`config.mk`:
```
export PLATFORM = sky130hd
export DESIGN_NAME = phc_back
export DESIGN_NICKNAME = d
export VERILOG_FILES = /design/src/rtl/phc_pkg.sv /design/src/rtl/phc_back.sv
export VERILOG_INCLUDE_DIRS = /design/src /design/src/rtl
export SDC_FILE = /design/constraint.sdc
export NUM_CORES = 2
export LEC_CHECK = 0
export ABC_AREA = 1
export BUFFER_PORTS_ARGS = -buffer_cell sky130_fd_sc_hd__clkbuf_2
export CAP_MARGIN = 20
export CORE_MARGIN = 4
export CORE_UTILIZATION = 61
export DETAILED_ROUTE_END_ITERATION = 8
export PLACE_DENSITY = 0.8
export SLEW_MARGIN = 20
export SYNTH_ARGS = -nofsm -noshare
export SYNTH_HDL_FRONTEND = slang
export SYNTH_SLANG_ARGS = --single-unit
```
`constraint.sdc`:
```
create_clock -name i_clk -period 21.5 [get_ports i_clk]
set_input_delay 1.075 -clock i_clk [delete_from_list [all_inputs] [get_ports i_clk]]
set_output_delay 1.075 -clock i_clk [all_outputs]
set_load 0.02 [all_outputs]
```
`src/rtl/assert_macros.svh`:
```
// Assertion macros shared by the RTL modules
`ifndef ASSERT_MACROS_SVH
`define ASSERT_MACROS_SVH

// Clocked property, off while reset is held
`define ASSERT_CLK(lbl, clk, rst_n, prop, msg) \
    lbl: assert property (@(posedge clk) disable iff (!rst_n) (prop)) else $error(msg);

// Condition that must never hold while out of reset
`define ASSERT_NEVER(lbl, clk, rst_n, cond, msg) \
    lbl: assert property (@(posedge clk) disable iff (!rst_n) !(cond)) else $error(msg);

`endif

```
`src/rtl/phc_pkg.sv`:
```
// Package: constants and helpers for the pixel to hex cell block
`timescale 1ns / 1ps
package phc_pkg;

    localparam int FRAC_BITS_DEF  = 16;
    localparam int PIXEL_BITS_DEF = 16;
    localparam int SCALE_BITS     = 16;
    localparam int SCALE_W        = 17;
    localparam int CELL_W         = 17;
    localparam int QDEPTH         = 2;

    localparam logic [SCALE_W-1:0] INV_SCALE_RST = SCALE_W'(2048);

    // dy/D, 2dx/D, dx/D, 2dy/D in Q30
    localparam longint K_X_FROM_U = 64'sd691436639;
    localparam longint K_X_FROM_V = 64'sd370539778;
    localparam longint K_Y_FROM_U = 64'sd185269889;
    localparam longint K_Y_FROM_V = 64'sd1382873277;

    // Round a Q30 constant half up to Q(frac)
    function automatic longint coef_q(input longint k, input int frac);
        longint r;
        r = (k + (64'sd1 <<< (29 - frac))) >>> (30 - frac);
        return r;
    endfunction

endpackage

```
`src/rtl/phc_back.sv`:
```
// Back: scale, cube-round and emit the hex cell
`timescale 1ns / 1ps
`include "assert_macros.svh"
module phc_back import phc_pkg::*; #(
    parameter int FRAC_BITS = FRAC_BITS_DEF,
    parameter int PW        = 35
) (
    input  logic                      i_clk,
    input  logic                      i_rst_n,
    input  logic [SCALE_W-1:0]        i_inv_scale,
    input  logic                      i_q_valid,
    output logic                      o_pop,
    input  logic signed [PW-1:0]      i_proj_x,
    input  logic signed [PW-1:0]      i_proj_y,
    output logic                      o_out_valid,
    input  logic                      i_out_ready,
    output logic signed [CELL_W-1:0]  o_cell_x,
    output logic signed [CELL_W-1:0]  o_cell_y
);

    localparam int HW = PW - SCALE_BITS;
    localparam int LW = SCALE_BITS + SCALE_W;
    localparam int GW = HW + SCALE_W + 1;
    localparam int FW = GW + 1;
    localparam int ZW = FW + 1;
    localparam int SW = FRAC_BITS + 1;
    localparam logic [LW-1:0] LO_HALF = LW'(1) << (SCALE_BITS - 1);

    function automatic logic signed [ZW-1:0] rnd(input logic signed [ZW-1:0] a);
        logic signed [ZW:0] m;
        m = a[ZW-1] ? -(ZW+1)'(a) : (ZW+1)'(a);
        m = (m + ((ZW+1)'(1) <<< (FRAC_BITS - 1))) >>> FRAC_BITS;
        return a[ZW-1] ? ZW'(-m) : ZW'(m);
    endfunction

    function automatic logic [SW-1:0] stray(input logic signed [ZW-1:0] r,
                                            input logic signed [ZW-1:0] a);
        logic signed [ZW:0] d;
        d = ((ZW+1)'(r) <<< FRAC_BITS) - (ZW+1)'(a);
        d = d[ZW] ? -d : d;
        return d[SW-1:0];
    endfunction

    logic [4:0]               r_vld;
    logic                     w_adv;

    logic [LW-1:0]            r_lo_x, r_lo_y;
    logic signed [GW-1:0]     r_hi_x, r_hi_y;
    logic signed [FW-1:0]     r_fx, r_fy;
    logic signed [ZW-1:0]     r_ax, r_ay, r_az, r_rx, r_ry, r_rz;
    logic [SW-1:0]            r_sx, r_sy, r_sz;
    logic signed [CELL_W-1:0] r_cx, r_cy, r_cz;
    logic signed [CELL_W-1:0] r_ox, r_oy;
    logic signed [ZW-1:0]     w_fz;

    assign w_adv       = !(r_vld[4] && !i_out_ready);
    assign o_pop       = i_q_valid && w_adv;
    assign o_out_valid = r_vld[4];
    assign o_cell_x    = r_ox;
    assign o_cell_y    = r_oy;
    assign w_fz        = -ZW'(r_fx) - ZW'(r_fy);

    always_ff @(posedge i_clk) begin
        if (!i_rst_n) begin
            r_vld <= '0;
        end else if (w_adv) begin
            r_vld <= {r_vld[3:0], o_pop};
        end
    end

    always_ff @(posedge i_clk) begin
        if (w_adv) begin
            r_lo_x <= i_proj_x[SCALE_BITS-1:0] * i_inv_scale;
            r_lo_y <= i_proj_y[SCALE_BITS-1:0] * i_inv_scale;
            r_hi_x <= $signed(i_proj_x[PW-1:SCALE_BITS]) * $signed({1'b0, i_inv_scale});
            r_hi_y <= $signed(i_proj_y[PW-1:SCALE_BITS]) * $signed({1'b0, i_inv_scale});

            r_fx <= FW'(r_hi_x) + FW'((r_lo_x + LO_HALF) >> SCALE_BITS);
            r_fy <= FW'(r_hi_y) + FW'((r_lo_y + LO_HALF) >> SCALE_BITS);

            r_ax <= ZW'(r_fx);
            r_ay <= ZW'(r_fy);
            r_az <= w_fz;
            r_rx <= rnd(ZW'(r_fx));
            r_ry <= rnd(ZW'(r_fy));
            r_rz <= rnd(w_fz);

            r_sx <= stray(r_rx, r_ax);
            r_sy <= stray(r_ry, r_ay);
            r_sz <= stray(r_rz, r_az);
            r_cx <= r_rx[CELL_W-1:0];
            r_cy <= r_ry[CELL_W-1:0];
            r_cz <= r_rz[CELL_W-1:0];

            if (r_sx > r_sy && r_sx > r_sz) begin
                r_ox <= -r_cy - r_cz;
                r_oy <= r_cy;
            end else if (r_sy > r_sz) begin
                r_ox <= r_cx;
                r_oy <= -r_cx - r_cz;
            end else begin
                r_ox <= r_cx;
                r_oy <= r_cy;
            end
        end
    end

    `ASSERT_CLK(a_b_flow, i_clk, i_rst_n, (r_vld[3] && w_adv) |=> r_vld[4], "back stage lost a word")

endmodule

```
==> results.md <==
- Synth cell count leaders: 2360 x inv_1, 2319 x nand2_1, 1071 x fa_1
- Clock Skew: 0.0203 ns
- Fillcell total: 10200
- DRT antenna net count: 0
- DP Worst Slack: 12.99 ns
- # DRC: 0
- Top cell type's share of synthesized area: 0.281
- Mapped Avg Cell Area: 8.24 µm²
- Top Ports: 127
- Hold-critical path depth: 0
- CTS Hold Bufs: 0
- Layout area overhead: 4.59%
- CTS tree: done
- Path depth of the worst reg2reg path: 29
- FP Rows: 129
- Cell Count, Final, Fillers Out: 10900
- Die Ht: 362 µm
- Max-slew violations: 0
- Critical path arrival: 8.41 ns
- First-pass GRT wire length: 314000 µm
- Mapped Cells: 9260
- PortBufs: 126
- Placed Instances: 10800
- Setup ws final: 13.46 ns
- Seq cells post-synth: 514
- Cell with the most instances after synthesis: inv_1
- Setup TNS: 0 ns
- Hold endpoint: r_cx[9]
- Yosys warnings: 0
- Synth cell types: 61
- CTS HTree Levels: 2
- Die Wd: 362 µm
- Critical-path top delay cell: clkbuf_2
- Hold Startpoint: r_rx[9]
- Number of synthesized flops with an enable pin: 509
- TritonCTS Sinks: 514
- Initial Utilization: 0.616
- Slew @ Worst Pin: 1.07 ns
- Startpoint class of the critical path: input port
- Reg-to-Reg End: r_rz[22]
- Initial antenna violation count: 10
- R2r setup slk: 15.85 ns
- Fin crit share: 0.374
- Largest net degree at the start of global routing: 179
- Slowest Stage Delay on Critical Path: 0.63 ns
- Seq/Total Area, Yosys: 0.202
- Placeable Area: 124000 µm²
- Crit end category: flip-flop
- DR pass1 iterations: 6
- Final Hold Fails: 0
- RSZ-0062 raised after global routing: no
- Critical path's top delay family: adder cells
- Synth area leaders: fa_1 28%, edfxtp_1 20%, inv_1 12%
- Root Driver: clkbuf_16
- Clock transition at the registers of the reported paths: 0.06 ns
- Drt initial violations: 4617
- Setup bufs post-CTS: 0
- Vias: 58800
- Post-layout nets: 11000
- WS Path Type: input port to flip-flop
- Setup violations, final: 0
- Share of layout cells above drive strength 1: 0.0445
- Syn Nets: 11100
- Vias in the first global route: 62000
- Slew HR: 0.290
- Clock Latency Late Sink: 0.63 ns
- Ys flop type: edfxtp_1
- Post-CTS sizing: 0
- Syn Std Cell Area: 76300 µm²
- Largest area contributor in the netlist: fa_1
- Final Hold Slack: 0.449 ns
- Num CTS Buffers: 54
- Crit-path most repeated cell: nand2_1
- Max-cap violations: 0
- WL/cell: 17.6 µm
- Routed WL: 191000 µm
- Dpl hpwl: 154000 µm
- RR Startpoint: r_fx[31]
- Status: finished clean
- Final critical-path required period: 8.04 ns
- Global-route usage over all layers: 0.299
- WP buf/inv: 5
- Die area: 131000 µm²
- Largest fanout on the critical path: 39
- Max Root-Sink Buffers: 3
- Mean number of vias per cell: 5.41
- Max Freq: 124 MHz
- GPL Wtd Cong: 0.997
- Fraction of registers with async set/reset: 0
- WP data required: 21.88 ns
- Min-Delay Path Class: flip-flop to flip-flop
- GR Overflow Total: 0
## worst max path at each step
stage                    from    endpoint  depth (start not counted)
6_report       i_inv_scale[8]  r_hi_x[35]                         26
5_1_grt        i_inv_scale[8]  r_hi_x[35]                         26
4_1_cts        i_inv_scale[8]  r_hi_x[35]                         26
3_5_place_dp   i_inv_scale[8]  r_hi_x[35]                         26
3_3_place_gp   i_inv_scale[8]  r_hi_x[35]                         26
2_1_floorplan     i_out_ready       o_pop                          4
## kinds of logic (layout without fill, tap and decap cells)
| kind of cell | count (synthesis) | in the layout | share of synthesized area |
|---|---|---|---|
| XOR/XNOR | 418 | 418 | 0.0485 |
| AO/OA/AOI/OAI | 583 | 583 | 0.0428 |
| other | 0 | 5 | 0 |
| adder cells (fa/ha/maj) | 1763 | 1763 | 0.394 |
| AND/OR/NAND/NOR | 3298 | 3298 | 0.180 |
| flip-flops | 514 | 514 | 0.202 |
| buffers and inverters | 2684 | 2642 | 0.132 |
## sequential cells by signal (all words and copies together) (netlist names)
name / flops
r_fx: 38
r_hi_x: 37
r_lo_x: 18
r_fy: 38
r_hi_y: 37
r_vld: 5
r_ry: 24
r_ax: 38
r_az: 39
r_cy: 17
r_sx: 17
r_lo_y: 18
r_rx: 24
o_cell_x: 17
r_sz: 17
o_cell_y: 17
r_rz: 24
r_sy: 17
r_ay: 38
r_cx: 17
r_cz: 17
## cell usage in the layout, fill, tap and decap left out, types with 11 or more instances in the layout
master,count
fa_1,1071
ha_1,692
a31oi_1,23
nor2_4,17
nand4_1,90
nand3_2,12
o31ai_1,12
inv_1,2359
clkinv_1,11
xor2_1,287
nor3_1,65
o21ai_0,176
clkbuf_2,126
nand3b_1,19
clkbuf_16,55
nand3_1,271
o21bai_1,18
nor2_1,364
or2_2,13
nor4_1,26
nand2_2,53
a21oi_1,267
edfxtp_1,509
nor2_2,24
a21o_1,18
buf_4,34
inv_2,20
xnor2_1,126
a211oi_1,14
nand2_1,2319
## metal layers
layer  up-vias  routed length [µm]  part of all wire  GRT usage
met5         -                  56           0.00029          0
met4        10                8780             0.046      0.121
met3       523               16500             0.086     0.0540
met2      2475               92100              0.48      0.514
met1     28200               74000              0.39      0.375
li1      27600                   -                 -          -
## stage by stage
stage	area [µm²]	util
final	79800	0.644
after global routing	79800	0.644
after CTS	79800	0.644
after detailed placement	78100	0.630
after global placement	78100	0.630
after floorplan	76300	-
## layout make-up
class / count / area, µm² / area share
diodes: 5 / 12.5 / 0.000157
clock buffers: 63 / 1410 / 0.0176
clock inverters: 34 / 272 / 0.00340
inverters: 2384 / 8960 / 0.112
multi-input cells: 6062 / 50800 / 0.637
flip-flops and latches: 514 / 15400 / 0.193
well taps: 1637 / 2050 / 0.0257
repair buffers: 161 / 906 / 0.0114
Power is not shown: default switching activity piles up to over one toggle a cycle in this logic, so the estimate is an artifact.
