[src/rtl/assert_macros.svh]
// Assertion macros shared by the RTL modules
`ifndef ASSERT_MACROS_SVH
`define ASSERT_MACROS_SVH

// Clocked property, off while reset is held
`define ASSERT_CLK(lbl, clk, rst_n, prop, msg) \
    lbl: assert property (@(posedge clk) disable iff (!rst_n) (prop)) else $error(msg);

// Condition that must never hold while out of reset
`define ASSERT_NEVER(lbl, clk, rst_n, cond, msg) \
    lbl: assert property (@(posedge clk) disable iff (!rst_n) !(cond)) else $error(msg);

`endif

[src/rtl/phc_pkg.sv]
// Package: constants and helpers for the pixel to hex cell block
`timescale 1ns / 1ps
package phc_pkg;

    localparam int FRAC_BITS_DEF  = 16;
    localparam int PIXEL_BITS_DEF = 16;
    localparam int SCALE_BITS     = 16;
    localparam int SCALE_W        = 17;
    localparam int CELL_W         = 17;
    localparam int QDEPTH         = 2;

    localparam logic [SCALE_W-1:0] INV_SCALE_RST = SCALE_W'(2048);

    // dy/D, 2dx/D, dx/D, 2dy/D in Q30
    localparam longint K_X_FROM_U = 64'sd691436639;
    localparam longint K_X_FROM_V = 64'sd370539778;
    localparam longint K_Y_FROM_U = 64'sd185269889;
    localparam longint K_Y_FROM_V = 64'sd1382873277;

    // Round a Q30 constant half up to Q(frac)
    function automatic longint coef_q(input longint k, input int frac);
        longint r;
        r = (k + (64'sd1 <<< (29 - frac))) >>> (30 - frac);
        return r;
    endfunction

endpackage

[src/rtl/phc_queue.sv]
// Queue: short FIFO between front and back
`timescale 1ns / 1ps
`include "assert_macros.svh"
module phc_queue import phc_pkg::*; #(
    parameter int DW = 70
) (
    input  logic          i_clk,
    input  logic          i_rst_n,
    input  logic          i_push,
    output logic          o_push_ready,
    input  logic [DW-1:0] i_data,
    output logic          o_valid,
    input  logic          i_pop,
    output logic [DW-1:0] o_data
);

    localparam int AW = (QDEPTH > 1) ? $clog2(QDEPTH) : 1;
    localparam int NW = $clog2(QDEPTH + 1);
    localparam logic [AW-1:0] LAST = AW'(QDEPTH - 1);
    localparam logic [NW-1:0] FULL = NW'(QDEPTH);

    logic [DW-1:0] r_mem [QDEPTH];
    logic [AW-1:0] r_wp, r_rp;
    logic [NW-1:0] r_count;

    assign o_push_ready = (r_count != FULL);
    assign o_valid      = (r_count != '0);
    assign o_data       = r_mem[r_rp];

    always_ff @(posedge i_clk) begin
        if (i_push) begin
            r_mem[r_wp] <= i_data;
        end
    end

    always_ff @(posedge i_clk) begin
        if (!i_rst_n) begin
            r_wp    <= '0;
            r_rp    <= '0;
            r_count <= '0;
        end else begin
            if (i_push) begin
                r_wp <= (r_wp == LAST) ? '0 : r_wp + 1'b1;
            end
            if (i_pop) begin
                r_rp <= (r_rp == LAST) ? '0 : r_rp + 1'b1;
            end
            if (i_push && !i_pop) begin
                r_count <= r_count + 1'b1;
            end else if (!i_push && i_pop) begin
                r_count <= r_count - 1'b1;
            end
        end
    end

    `ASSERT_NEVER(a_q_over, i_clk, i_rst_n, r_count > FULL, "queue count above depth")
    `ASSERT_CLK(a_q_fill, i_clk, i_rst_n, (i_push && !i_pop) |=> (r_count == $past(r_count) + 1'b1), "queue count did not advance on push")

endmodule

[config.mk]
export PLATFORM = sky130hd
export DESIGN_NAME = phc_queue
export DESIGN_NICKNAME = d
export VERILOG_FILES = /design/src/rtl/phc_pkg.sv /design/src/rtl/phc_queue.sv
export VERILOG_INCLUDE_DIRS = /design/src /design/src/rtl
export SDC_FILE = /design/constraint.sdc
export NUM_CORES = 1
export LEC_CHECK = 0
export BUFFER_PORTS_ARGS = -buffer_cell sky130_fd_sc_hd__buf_2
export CORE_ASPECT_RATIO = 0.7
export CORE_UTILIZATION = 52
export CTS_CLUSTER_DIAMETER = 50
export DETAILED_ROUTE_END_ITERATION = 7
export PLACE_DENSITY = 0.83
export RECOVER_POWER = 100
export SLEW_MARGIN = 20
export SYNTH_ARGS = -nofsm -noshare
export SYNTH_HDL_FRONTEND = slang
export SYNTH_SLANG_ARGS = --single-unit
[constraint.sdc]
create_clock -name i_clk -period 6 [get_ports i_clk]
set_input_delay 0.9 -clock i_clk [delete_from_list [all_inputs] [get_ports i_clk]]
set_output_delay 0.9 -clock i_clk [all_outputs]
set_load 0.1 [all_outputs]
==> metrics.txt, run 1 <==
status=finished, violations left; failing checks=max-capacitance violations, max-slew violations; Yosys reg bits=145; ANT cells=0; post-synth cell types=17; Ys Warns=0; largest net degree at the start of global routing=71; XOR/XNOR Fraction of Synth Area=0.00496; Pwr Density=411 mW/mm²; CTS tree=built; Final #Nets=472; Initial Util=0.540; HPWL after detailed placement=5530 µm; Final WS setup=2.34 ns; CP Cell Sequence=clkbuf_1 > nor2b_1 > buf_4; most frequent cells in the layout=edfxtp_1 (140), clkbuf_1 (108), mux2_1 (70); PortBufs=145; mux cell area share after synthesis=0.149; Clock transition at path regs=0.05 ns; Layout Cells excl Fill=538; CORE AREA=0.00980 mm²; cell taking the most area after synthesis=edfxtp_1; Final min period=3.66 ns; Arrival @ worst endpoint=3.69 ns; EDFF count, synth=140; IO Count=146; Final Core Density=0.666; Final Hold Viols=0; total of max-cap violations=2; Mapped Nets=315; adder-cell share of the synthesized area=0.00236; worst-margin pin slew=3.26 ns; Synth top area share=0.794; type of origin of the critical path=primary input; main combinational cell family by area after synthesis=multiplexers; area grow syn2layout=23.1%; Skew-Pair Late Insertion Delay=0.40 ns; # DRC=0; crit share post-route=0.609; Sink Count=145; Total GRT Usage=0.176; post-synthesis compound-gate area fraction=0.00378; gr ovfl total=0; top post-synthesis cells by area=edfxtp_1 (79%), mux2_1 (15%), dfxtp_1 (1.9%); Resize count post-CTS=0; share of layout cells above drive strength 1=0.166; vias in the first global route=2641; Final Setup Violations=0; Longest Clk Path Bufs=2; post-route ant nets=0; Synth Area in Simple Gates=0.0106; die span in x=123 µm; Crit Path Max Fanout=43; worst min path class=flop to flop; critical path class=primary input to flop; buffer count from post-CTS setup fixing=0; dpl cells=506; Routed WL=8990 µm; Routability Congestion=0.684; relative slew slack=-1.17; FFs w/ async S/R, synth=0; cts hold-fix bufs=0; Synth Flop Type=edfxtp_1; root buffer cell=clkbuf_16; Synth Cell Area=0.00530 mm²; first-pass GRT wire length=13300 µm; CTS buffer count=17; CP required=6.03 ns; via density per instance=4.98; RSZ-0062 raised after global routing=false; Die Area=0.0106 mm²; initial antenna violation count=0; register area share after synthesis=0.813; routed len/inst=16.7 µm; Layout Skew=0.00716 ns; average cell area after synthesis=22.1 µm²; slowest stage delay, CP=1.86 ns; Initial DRC Count=170; worst path buffer plus inverter count=2; DR pass1 iterations=6; cell count after synthesis=240; Setup TNS Final=0 ns; Crit path max-delay family=simple AND/OR/NAND/NOR gates; CP max-delay cell=nor2b_1; H-tree levels=4; Worst VDD drop=0.000255 V; pre-CTS setup slack=3.23 ns; Die Y=86.4 µm; Critical Path Sink Type=flop; LEAKAGE=2.22 nW; leading cell type in the layout, fill and taps excluded=edfxtp_1; FMAX=273 MHz; final slew viol count=101; Core Rows=30; DR vias=2678
==> sequential cells by signal, indices dropped and copies added (netlist names), named ones only <==
signal and flops:
r_count 2, r_mem 140, r_rp 1, r_wp 1
==> cell type report <==
cell class / instances / area [µm²]
flip-flops and latches: 145 / 4310
well taps: 128 / 160
inverters: 1 / 3.75
repair buffers: 146 / 599
clock inverters: 14 / 116
fillers: 715 / 3280
multi-input cells: 86 / 903
clock buffers: 18 / 429
==> power by group <==
group | leakage [nW] | switching (mW) | internal, mW
sequential | 1.36 | 0.0306 | 1.17
clock | 0.255 | 0.388 | 0.566
combinational | 0.611 | 0.447 | 0.0738
total | 2.22 | 0.866 | 1.81
==> metrics by stage <==
stage	total power, mW	hold WS, ns	instance area, µm²
finish	2.68	0.571	6520
global route	2.76	0.620	6520
CTS	2.71	0.557	6660
detailed placement	1.76	0.551	6120
global placement	1.75	0.477	6120
floorplan	1.68	0.465	5300
==> per-layer routing <==
layer	global-route usage	wire length, µm	vias up	share of wire
met5	0	0	-	0
met4	0.0632	40	0	0.0044
met3	0.0743	707	4	0.079
met2	0.263	4110	104	0.46
met1	0.232	4140	1309	0.46
li1	-	-	1261	-
==> worst min-delay path, stage by stage (launching register included) <==
cell      delay [ns]
dfxtp_1         0.33
o21ai_0         0.09
a21boi_0        0.10
==> worst paths after layout <==
kind | from | end | slack (ns) | cells after the start
setup / recovery | i_push | r_mem[0][11]$_DFFE_PP_ | 2.34 | 3
hold / removal | r_count[1]$_SDFFE_PN0P_ | r_count[1]$_SDFFE_PN0P_ | 0.57 | 2
setup reg to reg | r_wp$_SDFFE_PN0P_ | r_mem[0][11]$_DFFE_PP_ | 2.70 | 2
hold reg to reg | r_count[1]$_SDFFE_PN0P_ | r_count[1]$_SDFFE_PN0P_ | 0.57 | 2
==> cells in the mapped netlist (2+ instances only) <==
cell	count
and2_1	4
buf_6	7
dfxtp_1	5
edfxtp_1	140
mux2_1	70
nor2b_1	2
xor2_1	2
==> kinds of logic after synthesis <==
family / after synthesis
AOI/OAI and AO/OA: 3
and+or+nand+nor: 9
muxes: 70
DFF: 145
xor gates and xnor gates: 3
buffers and inverters: 9
adders and majority gates: 1
No activity file was read; power rests on OpenSTA's default activity.
==> run 2, diff against run 1 <==
==> constraint.sdc (replaced) <==
create_clock -name i_clk -period 3.75 [get_ports i_clk]
set_input_delay 0.5625 -clock i_clk [delete_from_list [all_inputs] [get_ports i_clk]]
set_output_delay 0.5625 -clock i_clk [all_outputs]
set_load 0.1 [all_outputs]
==> metrics.txt, run 2 (same netlist as run 1, synthesis figures left out) <==
register area=0.00431 mm²; share of layout cells above drive strength 1=0.163; Final Setup Violations=0; Power Total=4.37 mW; Die Y=86.4 µm; Routed WL=9030 µm; Routability Congestion=0.672; Initial DRC Count=165; critical path class=flop to primary output; Clock transition at path regs=0.06 ns; Die Area=0.0106 mm²; DR vias=2711; met2 global-route usage=0.281; H-tree levels=4; Resize count post-CTS=0; root buffer cell=clkbuf_16; area grow syn2layout=24.0%; Layout Skew=0.00508 ns; Final Hold Viols=0; Final min period=3.14 ns; RR Endpoint=r_mem[0][17]$_DFFE_PP_; gr ovfl total=0; via density per instance=5.04; crit share post-route=0.836; # DRC=0; type of origin of the critical path=flop; HPWL after detailed placement=5690 µm; relative slew slack=-0.432; Regs by FF count=r_mem: 140 flops, r_count: 2 flops; Critical Path Sink Type=primary output; routed len/inst=16.8 µm; Total GRT Usage=0.181; Initial Util=0.540; Core Rows=30; RSZ-0062 raised after global routing=false; CORE AREA=0.00980 mm²; largest net degree at the start of global routing=71; Biggest register=r_mem; FMAX=319 MHz; Skew-Pair Late Insertion Delay=0.40 ns; global routing's busiest layer=met2; PortBufs=145; Reg2Reg Launch Point=r_wp$_SDFFE_PN0P_; total of max-cap violations=2; Setup TNS Final=0 ns; first-pass GRT wire length=13600 µm; Sink Count=145; Final Core Density=0.670; Longest Clk Path Bufs=2; CTS buffer count=17; Filler Cell Count=717; Final #Nets=473; Pwr Density=666 mW/mm²; Reg2Reg Setup Slack=0.80 ns; vias in the first global route=2717; IO Count=146; Worst VDD drop=0.000432 V; cts hold-fix bufs=0; LEAKAGE=2.25 nW; status=finished, violations left; met1 GRT Util=0.228; Crit Path Max Fanout=70; failing checks=max-capacitance violations, max-slew violations; worst-margin pin slew=2.14 ns; Worst R2R Path Depth=2; met3 usage=0.0757; leading cell type in the layout, fill and taps excluded=edfxtp_1; DR pass1 iterations=6; ANT cells=0; post-route ant nets=0; max FFs per register=140; buffer count from post-CTS setup fixing=0; worst min path class=primary input to flop; CTS tree=built; final slew viol count=95; CP Capture Point=o_data[27]; CP required=3.19 ns; Arrival @ worst endpoint=2.57 ns; most frequent cells in the layout=edfxtp_1 (140), clkbuf_1 (108), mux2_1 (70); multi-input logic area=905 µm²; die span in x=123 µm; initial antenna violation count=1
run 2: cell count changes in the layout (fill, tap and decap cells not counted), moves of 2 or more:
| cell | delta |
|---|---|
| bufinv_16 | +2 |
| clkinv_1 | +2 |
| clkinvlp_4 | -3 |
| clkinv_4 | -2 |
run 2: per-stage QoR:
step / setup slack (ns) / instances / hold slack, ns / area [µm²]
after floorplan: 0.902 / 240 / 0.465 / 5300
after global placement: 1.47 / 507 / 0.489 / 6140
after detailed placement: 1.46 / 507 / 0.513 / 6140
after CTS: 1.02 / 538 / 0.324 / 6710
after global routing: 0.469 / 538 / 0.323 / 6570
final: 0.614 / 538 / 0.349 / 6570
run 2: worst min-delay path by stage:
stage / start / end / slack, ns / cells after the start
floorplan: r_count[1]$_SDFFE_PN0P_ / r_count[1]$_SDFFE_PN0P_ / 0.47 / 2
global placement: r_count[1]$_SDFFE_PN0P_ / r_count[1]$_SDFFE_PN0P_ / 0.49 / 2
detailed placement: r_count[1]$_SDFFE_PN0P_ / r_count[1]$_SDFFE_PN0P_ / 0.51 / 2
CTS: i_data[45] / r_mem[0][45]$_DFFE_PP_ / 0.32 / 1
global route: i_data[2] / r_mem[1][2]$_DFFE_PP_ / 0.32 / 1
finish: i_data[9] / r_mem[0][9]$_DFFE_PP_ / 0.35 / 1
run 2: metal layers:
layer	wire, µm	share of wire
met5	13	0.0014
met4	59	0.0065
met3	677	0.075
met2	4360	0.48
met1	3910	0.43
run 2: cell type report:
| cell class | instances | area share |
|---|---|---|
| tap | 128 | 0.0244 |
| clock buffer | 18 | 0.0654 |
| multi-input combinational | 86 | 0.138 |
| inverter | 1 | 0.000572 |
| timing repair buffer | 147 | 0.0939 |
| clock inverter | 13 | 0.0219 |
| sequential | 145 | 0.656 |
run 2: where the power goes:
part	internal (mW)	leakage [nW]	switching, mW	total, mW
logic	0.121	0.621	0.714	0.835
registers	1.87	1.36	0.0499	1.92
clock network	1.03	0.278	0.585	1.61
run 2: critical path, cell delays in order, from the launching register on:
cell and delay, ns:
dfxtp_4 0.96, mux2_1 0.27, clkbuf_1 0.89
