$ cat src/rtl/assert_macros.svh
// Assertion macros shared by the RTL modules
`ifndef ASSERT_MACROS_SVH
`define ASSERT_MACROS_SVH

// Clocked property, off while reset is held
`define ASSERT_CLK(lbl, clk, rst_n, prop, msg) \
    lbl: assert property (@(posedge clk) disable iff (!rst_n) (prop)) else $error(msg);

// Condition that must never hold while out of reset
`define ASSERT_NEVER(lbl, clk, rst_n, cond, msg) \
    lbl: assert property (@(posedge clk) disable iff (!rst_n) !(cond)) else $error(msg);

`endif

$ cat src/rtl/phc_pkg.sv
// Package: constants and helpers for the pixel to hex cell block
`timescale 1ns / 1ps
package phc_pkg;

    localparam int FRAC_BITS_DEF  = 16;
    localparam int PIXEL_BITS_DEF = 16;
    localparam int SCALE_BITS     = 16;
    localparam int SCALE_W        = 17;
    localparam int CELL_W         = 17;
    localparam int QDEPTH         = 2;

    localparam logic [SCALE_W-1:0] INV_SCALE_RST = SCALE_W'(2048);

    // dy/D, 2dx/D, dx/D, 2dy/D in Q30
    localparam longint K_X_FROM_U = 64'sd691436639;
    localparam longint K_X_FROM_V = 64'sd370539778;
    localparam longint K_Y_FROM_U = 64'sd185269889;
    localparam longint K_Y_FROM_V = 64'sd1382873277;

    // Round a Q30 constant half up to Q(frac)
    function automatic longint coef_q(input longint k, input int frac);
        longint r;
        r = (k + (64'sd1 <<< (29 - frac))) >>> (30 - frac);
        return r;
    endfunction

endpackage

$ cat src/rtl/phc_front.sv
// Front: accept pixel words and project them onto the skewed axial basis
`timescale 1ns / 1ps
`include "assert_macros.svh"
module phc_front import phc_pkg::*; #(
    parameter int FRAC_BITS  = FRAC_BITS_DEF,
    parameter int PIXEL_BITS = PIXEL_BITS_DEF,
    parameter int PW         = PIXEL_BITS + FRAC_BITS + 3
) (
    input  logic                         i_clk,
    input  logic                         i_rst_n,
    input  logic                         i_in_valid,
    output logic                         o_in_ready,
    input  logic signed [PIXEL_BITS-1:0] i_pixel_x,
    input  logic signed [PIXEL_BITS-1:0] i_pixel_y,
    output logic                         o_push,
    input  logic                         i_push_ready,
    output logic signed [PW-1:0]         o_proj_x,
    output logic signed [PW-1:0]         o_proj_y
);

    localparam int CW = FRAC_BITS + 2;
    localparam int MW = PIXEL_BITS + CW;

    localparam logic signed [CW-1:0] C_XU = CW'(coef_q(K_X_FROM_U, FRAC_BITS));
    localparam logic signed [CW-1:0] C_XV = CW'(coef_q(K_X_FROM_V, FRAC_BITS));
    localparam logic signed [CW-1:0] C_YU = CW'(coef_q(K_Y_FROM_U, FRAC_BITS));
    localparam logic signed [CW-1:0] C_YV = CW'(coef_q(K_Y_FROM_V, FRAC_BITS));

    logic                 r_v1, r_v2;
    logic signed [MW-1:0] r_xu, r_xv, r_yu, r_yv;
    logic signed [PW-1:0] r_px, r_py;
    logic                 w_adv;

    assign w_adv      = !(r_v2 && !i_push_ready);
    assign o_in_ready = w_adv;
    assign o_push     = r_v2 && i_push_ready;
    assign o_proj_x   = r_px;
    assign o_proj_y   = r_py;

    always_ff @(posedge i_clk) begin
        if (!i_rst_n) begin
            r_v1 <= 1'b0;
            r_v2 <= 1'b0;
        end else if (w_adv) begin
            r_v1 <= i_in_valid;
            r_v2 <= r_v1;
        end
    end

    always_ff @(posedge i_clk) begin
        if (w_adv) begin
            r_xu <= C_XU * i_pixel_x;
            r_xv <= C_XV * i_pixel_y;
            r_yu <= C_YU * i_pixel_x;
            r_yv <= C_YV * i_pixel_y;
            r_px <= PW'(r_xu) - PW'(r_xv);
            r_py <= PW'(r_yv) - PW'(r_yu);
        end
    end

endmodule

$ cat config.mk
export PLATFORM = sky130hd
export DESIGN_NAME = phc_front
export DESIGN_NICKNAME = d
export VERILOG_FILES = /design/src/rtl/phc_pkg.sv /design/src/rtl/phc_front.sv
export VERILOG_INCLUDE_DIRS = /design/src /design/src/rtl
export SDC_FILE = /design/constraint.sdc
export NUM_CORES = 1
export LEC_CHECK = 0
export BUFFER_PORTS_ARGS = -buffer_cell sky130_fd_sc_hd__buf_2
export CORE_ASPECT_RATIO = 0.7
export CORE_MARGIN = 4
export CORE_UTILIZATION = 25
export DETAILED_ROUTE_END_ITERATION = 12
export GPL_TIMING_DRIVEN = 0
export HOLD_SLACK_MARGIN = 0.02
export SLEW_MARGIN = 20
export SYNTH_ARGS = -nofsm -noshare
export SYNTH_HDL_FRONTEND = slang
export SYNTH_SLANG_ARGS = --single-unit
$ cat constraint.sdc
create_clock -name i_clk -period 6.9 [get_ports i_clk]
set_clock_uncertainty 0.2 [all_clocks]
set_input_delay 0.345 -clock i_clk [delete_from_list [all_inputs] [get_ports i_clk]]
set_output_delay 0.345 -clock i_clk [all_outputs]
set_load 0.01 [all_outputs]
==> results.json, run 1 <==
{
  "critPathKind": "in2reg",
  "cts_setup_buffers": 0,
  "yosys.cell_types.count": 66,
  "final-hold-violation-count": 0,
  "vias": 17200,
  "crit_family": "adder cells",
  "crit_chain": "buf_2 -> fa_1 -> fa_1 -> inv_1 -> fa_1 -> fa_1 -> inv_1 -> fa_1 -> inv_1 -> fa_1 -> inv_1 -> ha_1 -> nand4_1 -> or3_1 -> nor3_2 -> and4b_4 -> o41ai_4 -> a21o_1 -> nand2_1 -> a31o_1 -> xnor2_1",
  "hpwl_microns": 53400,
  "crit_top_cell": "fa_1",
  "syn_area_sq_mm": 0.0251,
  "critPathMaxFanout": 18,
  "setup-violations-final": 0,
  "vias_per_cell": 4.34,
  "final_cell_mix": "inv_1, ha_1, fa_1",
  "required_ps": 6930,
  "critPathSlowestCell": "fa_1",
  "crit_arrival_ps": 6560,
  "port_buffers": 104,
  "period_share": 0.946,
  "layout-drive-gt1-share": 0.0620,
  "slew_headroom": 0.395,
  "rsz0062_at_grt": "false",
  "fmax_mhz": 153,
  "multiInputGateArea_sq_mm": 0.0171,
  "cts-buffers-inserted": 17,
  "critPathCaptureType": "flip-flop",
  "hp-class": "in2reg",
  "yosys_warnings": 0,
  "diodes": 0,
  "initialDrtViolationCount": 1143,
  "drc_errors": 0,
  "area_delta_synth_final_pct": 11.7,
  "grt_pass1_vias": 17000,
  "wl_per_cell_microns": 15.7,
  "final_common_cell": "inv_1",
  "clock_sinks": 188,
  "grt_overflow_total": 0,
  "coreArea_sq_mm": 0.0987,
  "regArea_sq_mm": 0.00563,
  "drt_wl_total_microns": 61900,
  "die_h_microns": 273,
  "cap_violations": 0,
  "cts.clk_slew.worst_paths_ps": 80,
  "routabilityCongestion": 0.885,
  "avgSynthCellArea_sq_um": 10.1,
  "worst_pin_slew_ps": 896,
  "grt_max_degree": 55,
  "cp_slowest_stage_delay_ps": 580,
  "ant_nets": 0,
  "postSynthCellCount": 2486,
  "status": "finished, final reports clean",
  "start_util": 0.254,
  "synth-edff-count": 186,
  "insertion_delay_ps": 490,
  "grt_pass1_wl_microns": 98200,
  "yosys.area.top_type": "ha_1",
  "cts_tree": "done",
  "fp.dieArea_sq_mm": 0.106,
  "clockRootBuffer": "clkbuf_16",
  "track_usage": 0.119,
  "die_w_microns": 387,
  "grt_antenna_before_repair": 2,
  "synthTopCellsByArea": "ha_1, edfxtp_1, fa_1",
  "rows": 96,
  "nNetsFinal": 3409,
  "num_io_pins": 108,
  "ys_seq_area_frac": 0.224,
  "hold_ws_ps": 65.9,
  "crit_buf_inv": 5,
  "final.fill_count": 10400,
  "detail_route.first_pass.iterations": 5,
  "async_flop_share": 0,
  "yosys.area.top_type_share": 0.257,
  "period_needed_ps": 6530,
  "synth_seq_cells": 188,
  "clock_path_buffers": 2,
  "slew_violations": 0,
  "cts_htree_levels": 4,
  "worst_setup_path_start_kind": "input pin",
  "ys.flop_type": "edfxtp_1"
}
[path summary, 6_finish.rpt]
| path | start | to | slack, ps | cells after the start |
|---|---|---|---|---|
| max | i_pixel_x[15] | r_xu[32]$_DFFE_PN_ | 370 | 21 |
| max reg2reg | r_yv[2]$_DFFE_PN_ | o_proj_x[29]$_DFFE_PN_ | 3380 | 11 |
| min reg2reg | r_xu[2]$_DFFE_PN_ | o_proj_x[2]$_DFFE_PN_ | 250 | 0 |
| min | i_pixel_y[1] | r_yv[3]$_DFFE_PN_ | 70 | 1 |
[metal layers]
| layer | part of all wire | track usage | routed length, microns | vias up |
|---|---|---|---|---|
| met5 | 0 | 0 | 0 | - |
| li1 | - | - | - | 8572 |
| met1 | 0.54 | 0.188 | 33600 | 8179 |
| met2 | 0.38 | 0.163 | 23600 | 375 |
| met4 | 0.011 | 0.0196 | 671 | 0 |
| met3 | 0.064 | 0.0279 | 3960 | 31 |
[kinds of logic (layout without fill, tap and decap cells)]
kind of cell / Yosys count / in the layout / share of synthesized area
fa+ha+maj: 756 / 756 / 0.449
simple gates: 316 / 316 / 0.0630
xor+xnor: 150 / 150 / 0.0524
compound gates: 433 / 433 / 0.113
flops: 188 / 188 / 0.224
mux: 3 / 3 / 0.00120
other cells: 1 / 3 / 0.000150
buf+inv: 639 / 781 / 0.0963
[worst reg2reg max path, stage by stage, from the launching register on]
cell and delay (ps):
edfxtp_1 400, ha_1 310, fa_1 440, nor2b_1 130
o21a_1 150, o21a_1 180, o31a_1 240, o211ai_1 170
a21o_1 240, a31oi_1 370, a41oi_1 220, xnor2_1 190
[layout make-up]
cell class                      count  area share
Sequential cell                   188       0.201
Buffer                             13     0.00232
Clock buffer                       17      0.0152
Clock inverter                     15     0.00732
Multi-Input combinational cell   1661       0.609
Tap cell                         1323      0.0591
Timing Repair Buffer              110      0.0226
Inverter                          626      0.0839
[metrics by stage]
stage	setup WS, ps	util	TNS, ps	instances	cell area [sq um]
after floorplan	834	-	0	2488	25100
after global placement	-1600	0.276	-189120	3915	27300
after detailed placement	-217	0.277	-428	3918	27400
after CTS	280	0.284	0	3953	28000
after global routing	81.4	0.284	0	3953	28000
final	373	0.284	0	3953	28000
[cells in the mapped netlist (16+ instances only)]
cell	instances
nand3_1	29
and3_1	19
nand2b_1	16
fa_1	241
nor2_1	85
xor2_1	46
nand2_1	60
nand4_1	17
a21oi_1	123
edfxtp_1	186
xnor2_1	104
o21a_1	31
o21bai_1	25
a211oi_1	19
nor3_1	29
a21o_1	67
ha_1	515
o21ai_0	79
inv_1	626
nor2b_1	17
[repair_timing]
action | in CTS | in global routing
hold endpoints to repair | 3 | 0
gates resized for setup | 0 | 1
hold buffers | 3 | 0
endpoints found under the setup margin | 0 | 1
[flip-flops by register name, indices dropped and copies added, names as in the netlist]
signal,flops
r_xu,31
r_v2,1
r_yv,32
r_xv,28
r_v1,1
o_proj_y,33
r_yu,29
o_proj_x,33
Power of run 1 is left out: the tool's default activity adds up to more than one toggle a clock period on the data nets, which glitch-free logic cannot reach.
==> run 2: changes to the inputs <==
--- a/config.mk
+++ b/config.mk
@@ -11,7 +11,6 @@
 export CORE_MARGIN = 4
 export CORE_UTILIZATION = 25
 export DETAILED_ROUTE_END_ITERATION = 12
-export GPL_TIMING_DRIVEN = 0
 export HOLD_SLACK_MARGIN = 0.02
 export SLEW_MARGIN = 20
 export SYNTH_ARGS = -nofsm -noshare
==> results.json, run 2 (same netlist as run 1, synthesis figures left out) <==
{
  "coreArea_sq_mm": 0.0987,
  "final_cells": 3946,
  "final_cell_mix": "inv_1, ha_1, fa_1",
  "grt_max_degree": 60,
  "area_delta_synth_final_pct": 11.3,
  "hold_ws_ps": 84.9,
  "drc_errors": 0,
  "r2r_slack_ps": 3420,
  "clock_path_buffers": 2,
  "critical_path_cell_count": 20,
  "required_ps": 6920,
  "slew_violations": 0,
  "final-hold-violation-count": 0,
  "ctsResizeCount": 0,
  "rows": 96,
  "vias_per_cell": 4.32,
  "crit_chain": "dlygate4sd3_1 -> buf_2 -> ha_1 -> ha_1 -> inv_1 -> fa_1 -> inv_1 -> fa_1 -> fa_1 -> fa_1 -> ha_1 -> or3_1 -> a211oi_1 -> a21boi_0 -> o211ai_1 -> a31oi_1 -> o21ai_0 -> a21oi_1 -> o21ai_0 -> xor2_1",
  "die_w_microns": 387,
  "crit_buf_inv": 4,
  "cts-buffers-inserted": 17,
  "routabilityCongestion": 0.893,
  "worst_setup_path_start_kind": "input pin",
  "start_util": 0.254,
  "grt_antenna_before_repair": 5,
  "crit_family": "adder cells",
  "reg2reg_depth": 11,
  "critPathKind": "in2reg",
  "cp_slowest_stage_delay_ps": 530,
  "grt_pass1_wl_microns": 101000,
  "cts_htree_levels": 4,
  "status": "finished, final reports clean",
  "cts_tree": "done",
  "slew_headroom": 0.396,
  "clock_sinks": 188,
  "die_h_microns": 273,
  "pre_cts_ws_ps": 316,
  "detail_route.first_pass.iterations": 5,
  "tns_ps": 0,
  "fmax_mhz": 160,
  "hp-class": "in2reg",
  "crit_top_cell": "fa_1",
  "crit_arrival_ps": 6270,
  "critPathSlowestCell": "dlygate4sd3_1",
  "wl_per_cell_microns": 15.9,
  "final.fill_count": 10500,
  "ant_nets": 0,
  "drt_wl_total_microns": 62700,
  "initialDrtViolationCount": 1023,
  "track_usage": 0.122,
  "vias": 17000,
  "port_buffers": 104,
  "fin_ws_ps": 650,
  "critPathMaxFanout": 7,
  "rsz0062_at_grt": "false",
  "grt_pass1_vias": 17600,
  "worst_pin_slew_ps": 894,
  "clockRootBuffer": "clkbuf_16",
  "grt_overflow_total": 0,
  "whs_path_depth": 1,
  "period_share": 0.906,
  "critPathCaptureType": "flip-flop",
  "num_io_pins": 108,
  "setup-violations-final": 0,
  "cap_violations": 0,
  "dp_cells": 3909,
  "period_needed_ps": 6250,
  "hpwl_microns": 54300,
  "layout-drive-gt1-share": 0.0614,
  "nNetsFinal": 3400,
  "cts.clk_slew.worst_paths_ps": 80,
  "fp.dieArea_sq_mm": 0.106,
  "insertion_delay_ps": 480,
  "final_common_cell": "inv_1"
}
## run 2: timing repair
item,4_1_cts,5_1_grt
hold buffers,3,0
endpoints found under the hold margin,3,0
setup endpoints to repair,0,0
setup buffers,0,0
## run 2: stage by stage
| step | utilization | area, sq um |
|---|---|---|
| 3_3_place_gp | 0.276 | 27300 |
| 5_1_grt | 0.283 | 27900 |
| 3_5_place_dp | 0.276 | 27300 |
| 6_report | 0.283 | 27900 |
| 4_1_cts | 0.283 | 27900 |
| 2_1_floorplan | - | 25100 |
## run 2: worst register-to-register path: stages (launching register included)
cell and delay (ps):
edfxtp_1 390, ha_1 270, fa_1 440, nor2b_1 130
o21a_1 140, o21a_1 170, o31a_1 260, o211ai_1 200
a21o_1 260, a31oi_1 410, a41oi_1 200, xnor2_1 170
## run 2: worst paths after layout
check / start / to
min: i_pixel_y[1] / r_yv[3]$_DFFE_PN_
min reg2reg: r_v1$_SDFFE_PN0N_ / r_v2$_SDFFE_PN0N_
max: i_pixel_x[1] / r_xu[31]$_DFFE_PN_
max reg2reg: r_yv[2]$_DFFE_PN_ / o_proj_x[29]$_DFFE_PN_
## run 2: per-layer routing
layer / global-route usage / up-vias / share of wire
li1: - / 8543 / -
met1: 0.184 / 8125 / 0.53
met2: 0.177 / 326 / 0.40
met3: 0.0300 / 36 / 0.058
met4: 0.0219 / 0 / 0.012
met5: 0 / - / 0
## run 2: area by class of cell
cell class	count	area, sq um	share of cell area
Multi-Input combinational cell	1661	17100	0.611
Inverter	626	2350	0.0842
Clock buffer	17	425	0.0152
Timing Repair Buffer	114	603	0.0216
Antenna cell	2	5.00	0.000179
Clock inverter	15	203	0.00726
Tap cell	1323	1660	0.0593
Sequential cell	188	5630	0.201
Power of run 2 is left out for the same reason.
